<file path="src/rtl/nbg_pkg.sv">
`timescale 1ns / 1ps
`default_nettype none
// ----------------------------------------------------------------------------
// nbg_pkg - shared types and constants for the n-body gravity step
// Body record, cell control, state encodings and the 48-bit clamp.
// ----------------------------------------------------------------------------
package nbg_pkg;

  localparam int MAX_PARTICLES = 64;
  localparam int CNT_W         = $clog2(MAX_PARTICLES + 1);
  localparam int IDX_W         = 6;
  localparam int POS_W         = 48;
  localparam int MASS_W        = 32;
  localparam int GRAV_W        = 32;
  localparam int OP_W          = 2;
  localparam int TERM_W        = POS_W + 1;
  localparam int ACC_W         = TERM_W + $clog2(MAX_PARTICLES);
  localparam int SUM_W         = ACC_W + 1;

  localparam logic [GRAV_W-1:0] GRAV_RESET = 32'd16777216;

  localparam logic [OP_W-1:0] OP_CLEAR  = 2'd0;
  localparam logic [OP_W-1:0] OP_APPEND = 2'd1;
  localparam logic [OP_W-1:0] OP_STEP   = 2'd2;

  typedef struct packed {
    logic        [MASS_W-1:0] mass;
    logic signed [POS_W-1:0]  px;
    logic signed [POS_W-1:0]  py;
    logic signed [POS_W-1:0]  vx;
    logic signed [POS_W-1:0]  vy;
    logic signed [ACC_W-1:0]  ax;
    logic signed [ACC_W-1:0]  ay;
  } body_t;

  typedef struct packed {
    logic shift;
    logic load;
    logic wr_acc;
    logic wr_vel;
    logic wr_pos;
  } cell_ctl_t;

  typedef enum logic [3:0] {
    T_IDLE, T_ISTART, T_INEXT, T_PSTART, T_PWAIT, T_ISTORE, T_IROT,
    T_UPDV, T_UPDP, T_OROT
  } step_state_t;

  typedef enum logic [3:0] {
    PS_IDLE, PS_ABS, PS_SQ, PS_SUM, PS_ROOT, PS_FDIV, PS_UDIV, PS_MUL,
    PS_OUT, PS_DONE
  } pair_state_t;

  // clamp a wide signed sum to the 48-bit signed range
  function automatic logic signed [POS_W-1:0] sat_pos(input logic signed [SUM_W-1:0] v);
    logic signed [SUM_W-1:0] hi;
    logic signed [SUM_W-1:0] lo;
    hi = SUM_W'($signed({1'b0, {(POS_W-1){1'b1}}}));
    lo = SUM_W'($signed({1'b1, {(POS_W-1){1'b0}}}));
    if (v > hi) begin
      sat_pos = hi[POS_W-1:0];
    end else if (v < lo) begin
      sat_pos = lo[POS_W-1:0];
    end else begin
      sat_pos = v[POS_W-1:0];
    end
  endfunction

endpackage
`default_nettype wire

</file>
<file path="src/rtl/nbg_cell.sv">
`timescale 1ns / 1ps
`default_nettype none
// ----------------------------------------------------------------------------
// nbg_cell - one body slot of the rotating ring
// Takes its neighbor's body on a shift, else loads or updates fields.
// ----------------------------------------------------------------------------
module nbg_cell (
  input  wire logic              clk,
  input  wire nbg_pkg::cell_ctl_t ctl,
  input  wire nbg_pkg::body_t    nb,
  input  wire nbg_pkg::body_t    wd,
  output nbg_pkg::body_t         q
);
  import nbg_pkg::*;

  body_t st;

  always_ff @(posedge clk) begin
    if (ctl.shift) begin
      st <= nb;
    end else begin
      if (ctl.load) begin
        st.mass <= wd.mass;
        st.px   <= wd.px;
        st.py   <= wd.py;
        st.vx   <= wd.vx;
        st.vy   <= wd.vy;
      end
      if (ctl.wr_acc) begin
        st.ax <= wd.ax;
        st.ay <= wd.ay;
      end
      if (ctl.wr_vel) begin
        st.vx <= wd.vx;
        st.vy <= wd.vy;
      end
      if (ctl.wr_pos) begin
        st.px <= wd.px;
        st.py <= wd.py;
      end
    end
  end

  assign q = st;

endmodule
`default_nettype wire

</file>
<file path="config.mk">
export PLATFORM = sky130hd
export DESIGN_NAME = nbg_cell
export DESIGN_NICKNAME = d
export VERILOG_FILES = /design/src/rtl/nbg_pkg.sv /design/src/rtl/nbg_cell.sv
export SDC_FILE = /design/constraint.sdc
export NUM_CORES = 1
export LEC_CHECK = 0
export BUFFER_PORTS_ARGS = -buffer_cell sky130_fd_sc_hd__clkbuf_2
export CAP_MARGIN = 20
export CORE_AREA = 2 2 391 393
export DETAILED_ROUTE_END_ITERATION = 16
export DIE_AREA = 0 0 393 395
export MAX_ROUTING_LAYER = met4
export PLACE_DENSITY_LB_ADDON = 0.15
export SYNTH_ARGS = -nofsm -noshare
export SYNTH_HDL_FRONTEND = slang
export SYNTH_SLANG_ARGS = --single-unit
</file>
<file path="constraint.sdc">
create_clock -name clk -period 4 [get_ports clk]
set_clock_uncertainty 0.1 [all_clocks]
set_input_delay 0.4 -clock clk [delete_from_list [all_inputs] [get_ports clk]]
set_output_delay 0.4 -clock clk [all_outputs]
set_load 0.005 [all_outputs]
</file>
Word-level counts from Yosys, hierarchy flattened
Index checks and enable logic that the tools add are counted.
Storage, ports and cells
  register bits: 334
  bits in latches: 0
  RAM bits: 0
  ROM bits: 0
  input port bits: 674
  output and inout port bits: 334
  word-level logic and storage cells: 16
  memories kept: 0
Operators by class
  $add $sub $neg: 0
  $mul: 0
  div/mod/pow operators: 0
  magnitude comparators: 0
  equal/unequal tests: 0
  shift-type cells: 0
  muxes and demuxes: 5
  bitwise logic cells: 0
  reductions and logical operators: 4
Operators with widths (number)
  2-to-1 mux 334 bit: 1
  2-to-1 mux 224 bit: 1
  2-to-1 mux 96 bit: 2
  2-to-1 mux 110 bit: 1
  nonzero test 3 bit: 2
  nonzero test 2 bit: 2

Depth between registers and ports, before layout
Gate-level depths: netlist of run 1.
  word-level depth: 3
  depth in mapped cells: 4
  depth with buffers taken out: 1

Least setup slack after synthesis of run 1
Ideal clock, no wire load.
  path kind: input to register
  start: in ctl[4] (netlist bit)
  end: reg st, in the netlist q[110], enable pin
  setup time: 0.460 ns
  arrival time: 2.763 ns
  data required time: 3.440 ns
  setup slack: 0.677 ns
  cell stages on the path: 3
  buffers on the path: 2
  path through: buf_6 -> buf_6 -> or3_1
Between the ends
  longest elaborated chain between the ends: 1
RTL lines
  start: declaration: line nbg_cell.sv:9  | input wire nbg_pkg::cell_ctl_t ctl,
  nonzero test 3 bit (no source line)
  end signal: assignment: line nbg_cell.sv:20  | st <= nb;
  end: declaration: line nbg_cell.sv:16  | body_t st;
Every way passes these cells.
A chain may end at the register's enable or synchronous reset.

Final worst setup path of run 1
  start: in ctl[4] (netlist bit)
  end: reg st, in the netlist q[232] (data pin)
Between the ends
  longest elaborated chain between the ends: 1
RTL lines
  2-to-1 mux 334 bit: line nbg_cell.sv:19  | if (ctl.shift) begin
Every way passes these cells.

==> impl_metrics.csv, run 1 <==
group,metric,value,unit
run_status,status,"completed",
die,rows,143,
worst_setup_path,path_class,"in2reg",
sta,hold_viol,0,
worst_setup_path,crit_start,"ctl[4]",
worst_setup_path,worst_setup_path_start_kind,"input port",
die,initial_utilization,0.1036,
power,leakagePower,13.72,nW
die,die_area,155200,sq um
drt,drtPass1Iterations,4,
sta,min_period,2.432,ns
die,die_y,395,microns
placed_design,place_area,22820,sq um
die,die_width,393,microns
clock_tree,cts-root-buf,"clkbuf_16",
logic_synthesis,ys_ff_latch,334,
global_routing,antenna_found_initial,26,
drt,drtIter0Drc,428,
placed_design,hpwl,62770,microns
logic_synthesis,syn_inst,710,
clock_tree,cts_resized,0,
cells_and_area,postLayoutCellArea,30610,sq um
drt,wl_per_cell,17.54,microns
logic_synthesis,syn-mean-instance-area,22.05,sq um
logic_synthesis,synth_fp_nets,1384,
clock_tree,clock_path_buffers,3,
hold_path,hold_start,"nb[59]",
logic_synthesis,synth_area_leader_cell,"edfxtp_1",
drt,vias_per_cell,2.986,
cells_and_area,layout-drive-gt1-share,0.5936,
sta,worst_slack,1.568,ns
cells_and_area,area_growth,95.54,%
clock_tree,ctsHoldBuffers,628,
logic_synthesis,syn_area,15660,sq um
cells_and_area,largest_reg_flops,334,
logic_synthesis,synthDistinctLibCells,8,
sta,max_freq,411.1,MHz
global_routing,grt_usage,0.09882,
clock_tree,cts.sinks,334,
sta,setup_violations,0,
power,powerDensity,351.3,nW/um^2
sta,holdWs,0.04663,ns
worst_setup_path,arrival,2.68,ns
die,design.core.area,151200,sq um
sta,tightest_slew,0.8501,ns
job,cap_violations,0,
drt,drtAntennaViolNets,0,
placed_design,globalplace.congestion,0.8370,
global_routing,grt_pass1_wl,105600,microns
logic_synthesis,netlist_top_cells_area,"edfxtp_1 (64%), mux2_4 (29%), buf_12 (4.2%)",
logic_synthesis,seq_area_frac_synth,0.6406,
sta,final_max_slew_viol_count,0,
worst_setup_path,end_kind,"flop",
sta,maxSlewHeadroom,0.4332,
clock_tree,post_cts_buffers,0,
logic_synthesis,synth_top_area_frac,0.6406,
placed_design,dp_slack,1.454,ns
worst_setup_path,required,4.25,ns
power,ir_worst_vdd,0.2471,mV
clock_tree,numCtsBuffers,46,
drt,via_count,13310,
sta,rsz0062_at_grt,"false",
global_routing,grt-ovfl-total,0,
die,pin_count,1008,
drt,drcViolationCount,0,
worst_setup_path,crit_fanout,53,
global_routing,first_global_vias,15050,
logic_synthesis,ys.warnings.count,0,
sta,fin_crit_sh,0.6081,
sta,tns,0,ns
hold_path,hold_class,"in2reg",
drt,routed_wl,78190,microns
clock_tree,cts_tree,"yes",
clock_tree,cts-htree-levels,2,
cells_and_area,nNetsFinal,3053,
cells_and_area,nFillCells,16560,
clock_tree,clk_pin_slew,0.06,ns
global_routing,grt_max_degree,75,
placed_design,io_buffers,1007,
[worst paths after layout]
kind / end / slack [ns] / depth (start not counted)
setup / recovery: q[232]$_DFFE_PP_ / 1.57 / 5
hold / removal: q[59]$_DFFE_PP_ / 0.05 / 2
[logic make-up (layout without fill, tap and decap cells)]
family / after synthesis / in the layout / share of synthesized area
other cells: 0 / 15 / 0
mux: 334 / 334 / 0.3124
buf+inv: 38 / 1742 / 0.04539
simple gates: 4 / 4 / 0.001598
flops: 334 / 334 / 0.6406
[through the flow]
stage               power (mW)  cells    util
detailed placement       6.123   3733  0.1509
global placement         6.129   3733  0.1509
floorplan                5.126    710       -
CTS                      11.03   4444  0.2022
finish                   10.76   4459  0.2025
global route             11.29   4458  0.2025
[cells in the final DEF (no fill, tap or decap), drive strengths merged]
| master | instances |
|---|---|
| or2 | 2 |
| dlygate4sd3 | 628 |
| clkbuf | 1059 |
| mux2 | 334 |
| clkinvlp | 3 |
| edfxtp | 334 |
| clkinv | 21 |
| or3 | 2 |
| bufinv | 5 |
| inv | 1 |
| buf | 25 |
| diode | 15 |
[power breakdown]
group	total, mW	switching [mW]	internal (mW)
Combinational	2.17	0.811	1.36
Clock	4.14	1.71	2.43
Sequential	4.44	0.150	4.29
[cell usage after synthesis]
| cell | count |
|---|---|
| buf_2 | 1 |
| buf_12 | 33 |
| or2_2 | 2 |
| or3_1 | 2 |
| mux2_2 | 33 |
| mux2_4 | 301 |
| buf_6 | 4 |
| edfxtp_1 | 334 |
[area by class of cell]
class	count	area, sq um	area share
Tap cell	2030	2540	0.08297
Antenna cell	15	37.54	0.001226
Sequential cell	334	10030	0.3276
Clock inverter	30	297.8	0.009727
Timing Repair Buffer	1659	11600	0.3790
Clock buffer	53	1177	0.03846
Multi-Input combinational cell	338	4928	0.1610
[routing by layer]
metal  vias to the layer above  track usage  wire [microns]
met1                      6442      0.09645           28350
met2                       599       0.1774           40440
met4                         0      0.03428            2410
met3                       105      0.03742            6988
met5                         -            -               0
li1                       6168            -               -
[worst max-delay path, cell delays in order]
cell and delay [ns]:
buf_8 0.45, buf_4 0.45, buf_4 0.42, mux2_4 0.33
dlygate4sd3_1 0.57
No activity file was read; power rests on OpenSTA's default activity.
==> run 2: changes to the inputs <==
- ABC_AREA: not set -> 1
- CORE_AREA: 2 2 391 393 -> 2 2 390 392
- DIE_AREA: 0 0 393 395 -> 0 0 392 394
- clock period: 4 -> 2.1 ns (I/O delays scaled with it)
==> impl_metrics.csv, run 2 <==
group,metric,value,unit
hold_path,hold_depth,2,
worst_setup_path,worst_setup_path_start_kind,"input port",
drt,wl_per_cell,17.85,microns
cells_and_area,nFillCells,17100,
cells_and_area,area_growth,114.6,%
logic_synthesis,ys.flop_type,"edfxtp_1",
sta,rsz0062_at_grt,"false",
hold_path,hold_end,"q[316]$_DFFE_PP_",
placed_design,dp.cells,4436,
logic_synthesis,syn_inst,1417,
cells_and_area,layout_commonest_cell,"clkbuf_2",
sta,hold_viol,0,
drt,drtPass1Iterations,4,
sta,holdWs,0.08891,ns
job,cap_violations,0,
logic_synthesis,ys.warnings.count,0,
power,ir_worst_vdd,0.5014,mV
cells_and_area,seq_area,10030,sq um
cells_and_area,fin_util,0.2020,
drt,routed_wl,93110,microns
clock_tree,numCtsBuffers,48,
logic_synthesis,synth_top_area_frac,0.7071,
logic_synthesis,yosysMostFrequentCell,"nand2_1",
worst_setup_path,crit_fanout,1,
clock_tree,cts.sinks,334,
placed_design,hpwl,75350,microns
die,die_area,154400,sq um
drt,drtIter0Drc,696,
clock_tree,clock_path_buffers,3,
worst_setup_path,end_kind,"flop",
logic_synthesis,syn_area,14180,sq um
cells_and_area,mostFrequentLayoutCells,"clkbuf_2 (1,006), nand2_1 (1,002), dlygate4sd3_1 (682)",
power,leakagePower,14.70,nW
cells_and_area,multi_input_area,3806,sq um
placed_design,place_area,22090,sq um
logic_synthesis,synth_common_cells,"nand2_1 (1,004), edfxtp_1 (334), buf_2 (68)",
logic_synthesis,synthDistinctLibCells,7,
sta,min_period,1.867,ns
clock_tree,cts_resized,0,
drt,vias_per_cell,3.166,
die,rows,143,
placed_design,dp_slack,0.4064,ns
power,total_power,20.40,mW
logic_synthesis,synth_edf_count,334,
sta,tightest_slew,0.4960,ns
clock_tree,cts_tree,"yes",
worst_setup_path,required,2.34,ns
clock_tree,cts-htree-levels,2,
die,pin_count,1008,
global_routing,antenna_found_initial,32,
global_routing,grt_max_degree,74,
logic_synthesis,ys_ff_latch,334,
run_status,status,"completed",
logic_synthesis,seq_area_frac_synth,0.7071,
clock_tree,cts-root-buf,"clkbuf_16",
sta,tns,0,ns
global_routing,first_global_vias,17280,
drt,via_count,16520,
global_routing,grt-ovfl-total,0,
worst_setup_path,arrival,2.11,ns
placed_design,io_buffers,1007,
clock_tree,clk_pin_slew,0.06,ns
sta,fin_crit_sh,0.8890,
hold_path,hold_start,"ctl[3]",
global_routing,grt_pass1_wl,125500,microns
die,die_y,394,microns
cells_and_area,final_cells,5217,
cells_and_area,largest_reg_flops,334,
die,design.core.area,150700,sq um
logic_synthesis,synth_area_leader_cell,"edfxtp_1",
cells_and_area,postLayoutCellArea,30440,sq um
sta,worst_slack,0.2332,ns
power,powerDensity,670.2,nW/um^2
sta,setup_violations,0,
sta,final_max_slew_viol_count,0,
hold_path,hold_class,"in2reg",
die,initial_utilization,0.09416,
global_routing,grt_usage,0.1189,
worst_setup_path,path_class,"in2reg",
sta,max_freq,535.7,MHz
logic_synthesis,synth_fp_nets,2091,
cells_and_area,nNetsFinal,3812,
drt,drtAntennaViolNets,0,
cells_and_area,layout-drive-gt1-share,0.3578,
drt,drcViolationCount,0,
logic_synthesis,netlist_top_cells_area,"edfxtp_1 (71%), nand2_1 (27%), buf_2 (2.4%)",
logic_synthesis,syn-mean-instance-area,10.01,sq um
placed_design,globalplace.congestion,0.9025,
die,die_width,392,microns
sta,maxSlewHeadroom,0.6693,
logic_synthesis,ys_async_sr_fraction,0,
-- run 2: cells by family after synthesis --
kind of cell / count (synthesis) / synth area share
and+or+nand+nor: 1008 / 0.2671
DFF: 334 / 0.7071
buffers and inverters: 75 / 0.02584
-- run 2: how the worst max path moves through the flow --
stage,start,endpoint,slack [ns],cells after the start
finish,nb[326],q[326]$_DFFE_PP_,0.23,6
detailed placement,ctl[4],q[295]$_DFFE_PP_,0.41,4
CTS,nb[329],q[329]$_DFFE_PP_,0.29,6
global route,nb[317],q[317]$_DFFE_PP_,0.22,6
floorplan,ctl[4],q[110]$_DFFE_PP_,-0.12,4
global placement,ctl[4],q[266]$_DFFE_PP_,0.40,4
-- run 2: timing repair --
| item | in CTS | in global routing |
|---|---|---|
| hold buffers | 682 | 0 |
| hold endpoints to repair | 334 | 0 |
| setup buffers | 0 | 0 |
-- run 2: power breakdown --
| group | internal, mW | switching, mW |
|---|---|---|
| registers | 8.18 | 0.263 |
| clock network | 4.56 | 3.33 |
| logic | 2.24 | 1.83 |
-- run 2: worst max-delay path, stage by stage --
cell           delay, ns
dlygate4sd3_1       0.56
clkbuf_2            0.12
nand2_1             0.05
dlygate4sd3_1       0.54
nand2_1             0.06
dlygate4sd3_1       0.57
-- run 2: cell type report --
| type | count | share of cell area |
|---|---|---|
| repair buffers | 1745 | 0.4118 |
| flip-flops and latches | 334 | 0.3295 |
| multi-input cells | 1008 | 0.1250 |
| well taps | 2030 | 0.08345 |
| clock buffers | 57 | 0.04197 |
| clock inverters | 30 | 0.006865 |
| diodes | 12 | 0.0009866 |
| inverters | 1 | 0.0003700 |
-- run 2: metal layers --
metal  GRT usage  part of all wire
met1      0.1385              0.42
met2      0.1997              0.48
met3     0.03586             0.080
met4     0.02672             0.018
met5           -                 0
==> run 3: changes to the inputs <==
- CELL_PAD_IN_SITES_DETAIL_PLACEMENT: not set -> 0
- CELL_PAD_IN_SITES_GLOBAL_PLACEMENT: not set -> 1
- SKIP_CTS_REPAIR_TIMING: not set -> 1
==> impl_metrics.csv, run 3 (synthesis results as in run 2) <==
group,metric,value,unit
sta,hold_viol,0,
die,pin_count,1008,
power,powerDensity,677.7,nW/um^2
clock_tree,clock_path_buffers,3,
global_routing,antenna_found_initial,17,
sta,fin_crit_sh,0.8915,
sta,tightest_slew,0.9689,ns
placed_design,dp.cells,4431,
hold_path,hold_class,"in2reg",
cells_and_area,largest_reg_flops,334,
die,design.core.area,150700,sq um
sta,maxSlewHeadroom,0.3540,
worst_setup_path,required,2.37,ns
drt,drtAntennaViolNets,0,
placed_design,place_area,21980,sq um
job,cap_violations,0,
clock_tree,cts_tree,"yes",
sta,setup_violations,0,
worst_setup_path,path_class,"in2reg",
worst_setup_path,crit_fanout,1,
power,switchingPower,5.543,mW
worst_setup_path,worst_setup_path_start_kind,"input port",
die,rows,143,
run_status,status,"completed",
global_routing,grt-ovfl-total,0,
drt,drtIter0Drc,503,
clock_tree,numCtsBuffers,50,
cells_and_area,mostFrequentLayoutCells,"clkbuf_2 (1,006), nand2_1 (1,002), dlygate4sd3_1 (673)",
power,p_sw_frac,0.2705,
sta,rsz0062_at_grt,"false",
cells_and_area,seq_area,10030,sq um
cells_and_area,layout-drive-gt1-share,0.3560,
cells_and_area,postLayoutCellArea,30230,sq um
power,ir_worst_vdd,0.5612,mV
clock_tree,clk_pin_slew,0.06,ns
cells_and_area,nNetsFinal,3800,
drt,wl_per_cell,17.57,microns
die,die_area,154400,sq um
drt,routed_wl,91410,microns
power,comb_power_share,0.196,
clock_tree,cts.sinks,334,
global_routing,first_global_vias,14590,
cells_and_area,multi_input_area,3806,sq um
cells_and_area,layout_commonest_cell,"clkbuf_2",
power,clockPowerShare,0.395,
die,initial_utilization,0.09416,
drt,via_count,16330,
die,die_y,394,microns
drt,drtPass1Iterations,4,
clock_tree,cts-root-buf,"clkbuf_16",
worst_setup_path,crit_start,"nb[328]",
power,total_power,20.49,mW
worst_setup_path,arrival,2.14,ns
cells_and_area,area_growth,113.1,%
cells_and_area,nFillCells,17210,
placed_design,hpwl,71900,microns
die,die_width,392,microns
placed_design,globalplace.congestion,0.8103,
power,p_int,14.95,mW
drt,drcViolationCount,0,
global_routing,grt_usage,0.1136,
cells_and_area,final_cells,5204,
drt,vias_per_cell,3.138,
sta,final_max_slew_viol_count,0,
sta,min_period,1.872,ns
power,leakagePower,14.62,nW
clock_tree,cts-htree-levels,2,
hold_path,hold_start,"ctl[0]",
power,seqPwrFrac,0.410,
global_routing,grt_pass1_wl,118000,microns
sta,max_freq,534.2,MHz
placed_design,io_buffers,1007,
global_routing,grt_max_degree,79,
worst_setup_path,end_kind,"flop",
-- run 3: cell types whose count changed in the layout (fill, tap and decap cells not counted) --
cell and change:
dlygate4sd3_1 -9, clkbuf_1 +7, buf_12 -6, diode_2 -4, clkinv_2 -3, clkinv_1 +2, buf_4 +1, bufinv_16 -1
clkbuf_16 +1, clkinv_8 -1, inv_16 +1, inv_6 -1
-- run 3: stage by stage --
step	hold WS, ns	setup WS [ns]	utilization	TNS (ns)
3_3_place_gp	0.3757	0.4026	0.1459	0
6_report	0.05519	0.2279	0.2007	0
5_1_grt	0.02796	0.2497	0.2007	0
3_5_place_dp	0.3758	0.4101	0.1459	0
2_1_floorplan	0.2886	-0.1213	-	-23.30
4_1_cts	-0.3446	0.3546	0.1558	0
-- run 3: final timing paths --
check | endpoint | slack, ns | cells past startpoint
worst max-delay path | q[328]$_DFFE_PP_ | 0.23 | 6
worst min-delay path | q[260]$_DFFE_PP_ | 0.06 | 3
-- run 3: per-layer routing --
metal,track usage,part of all wire,vias to the layer above
li1,-,-,7993
met2,0.1882,0.49,628
met3,0.04495,0.086,97
met5,-,0,-
met1,0.1264,0.41,7613
met4,0.02953,0.019,0
-- run 3: area by class of cell --
| class | instances | area share |
|---|---|---|
| repair buffers | 1731 | 0.4079 |
| flip-flops and latches | 334 | 0.3317 |
| multi-input cells | 1008 | 0.1259 |
| well taps | 2030 | 0.08401 |
| clock buffers | 65 | 0.04395 |
| clock inverters | 27 | 0.005504 |
| diodes | 8 | 0.0006621 |
| inverters | 1 | 0.0003725 |
-- run 3: critical path, stage by stage --
cell and delay [ns]:
dlygate4sd3_1 0.57, clkbuf_2 0.13, nand2_1 0.06, dlygate4sd3_1 0.55, nand2_1 0.06, dlygate4sd3_1 0.56
-- run 3: power groups by stage --
stage	logic, mW	clock network [mW]	registers, mW
after floorplan	0.684	0	8.60
after global placement	2.91	0	8.54
after detailed placement	2.87	0	8.54
after CTS	2.88	8.56	8.42
after global routing	4.43	8.77	8.48
final	4.01	8.08	8.40
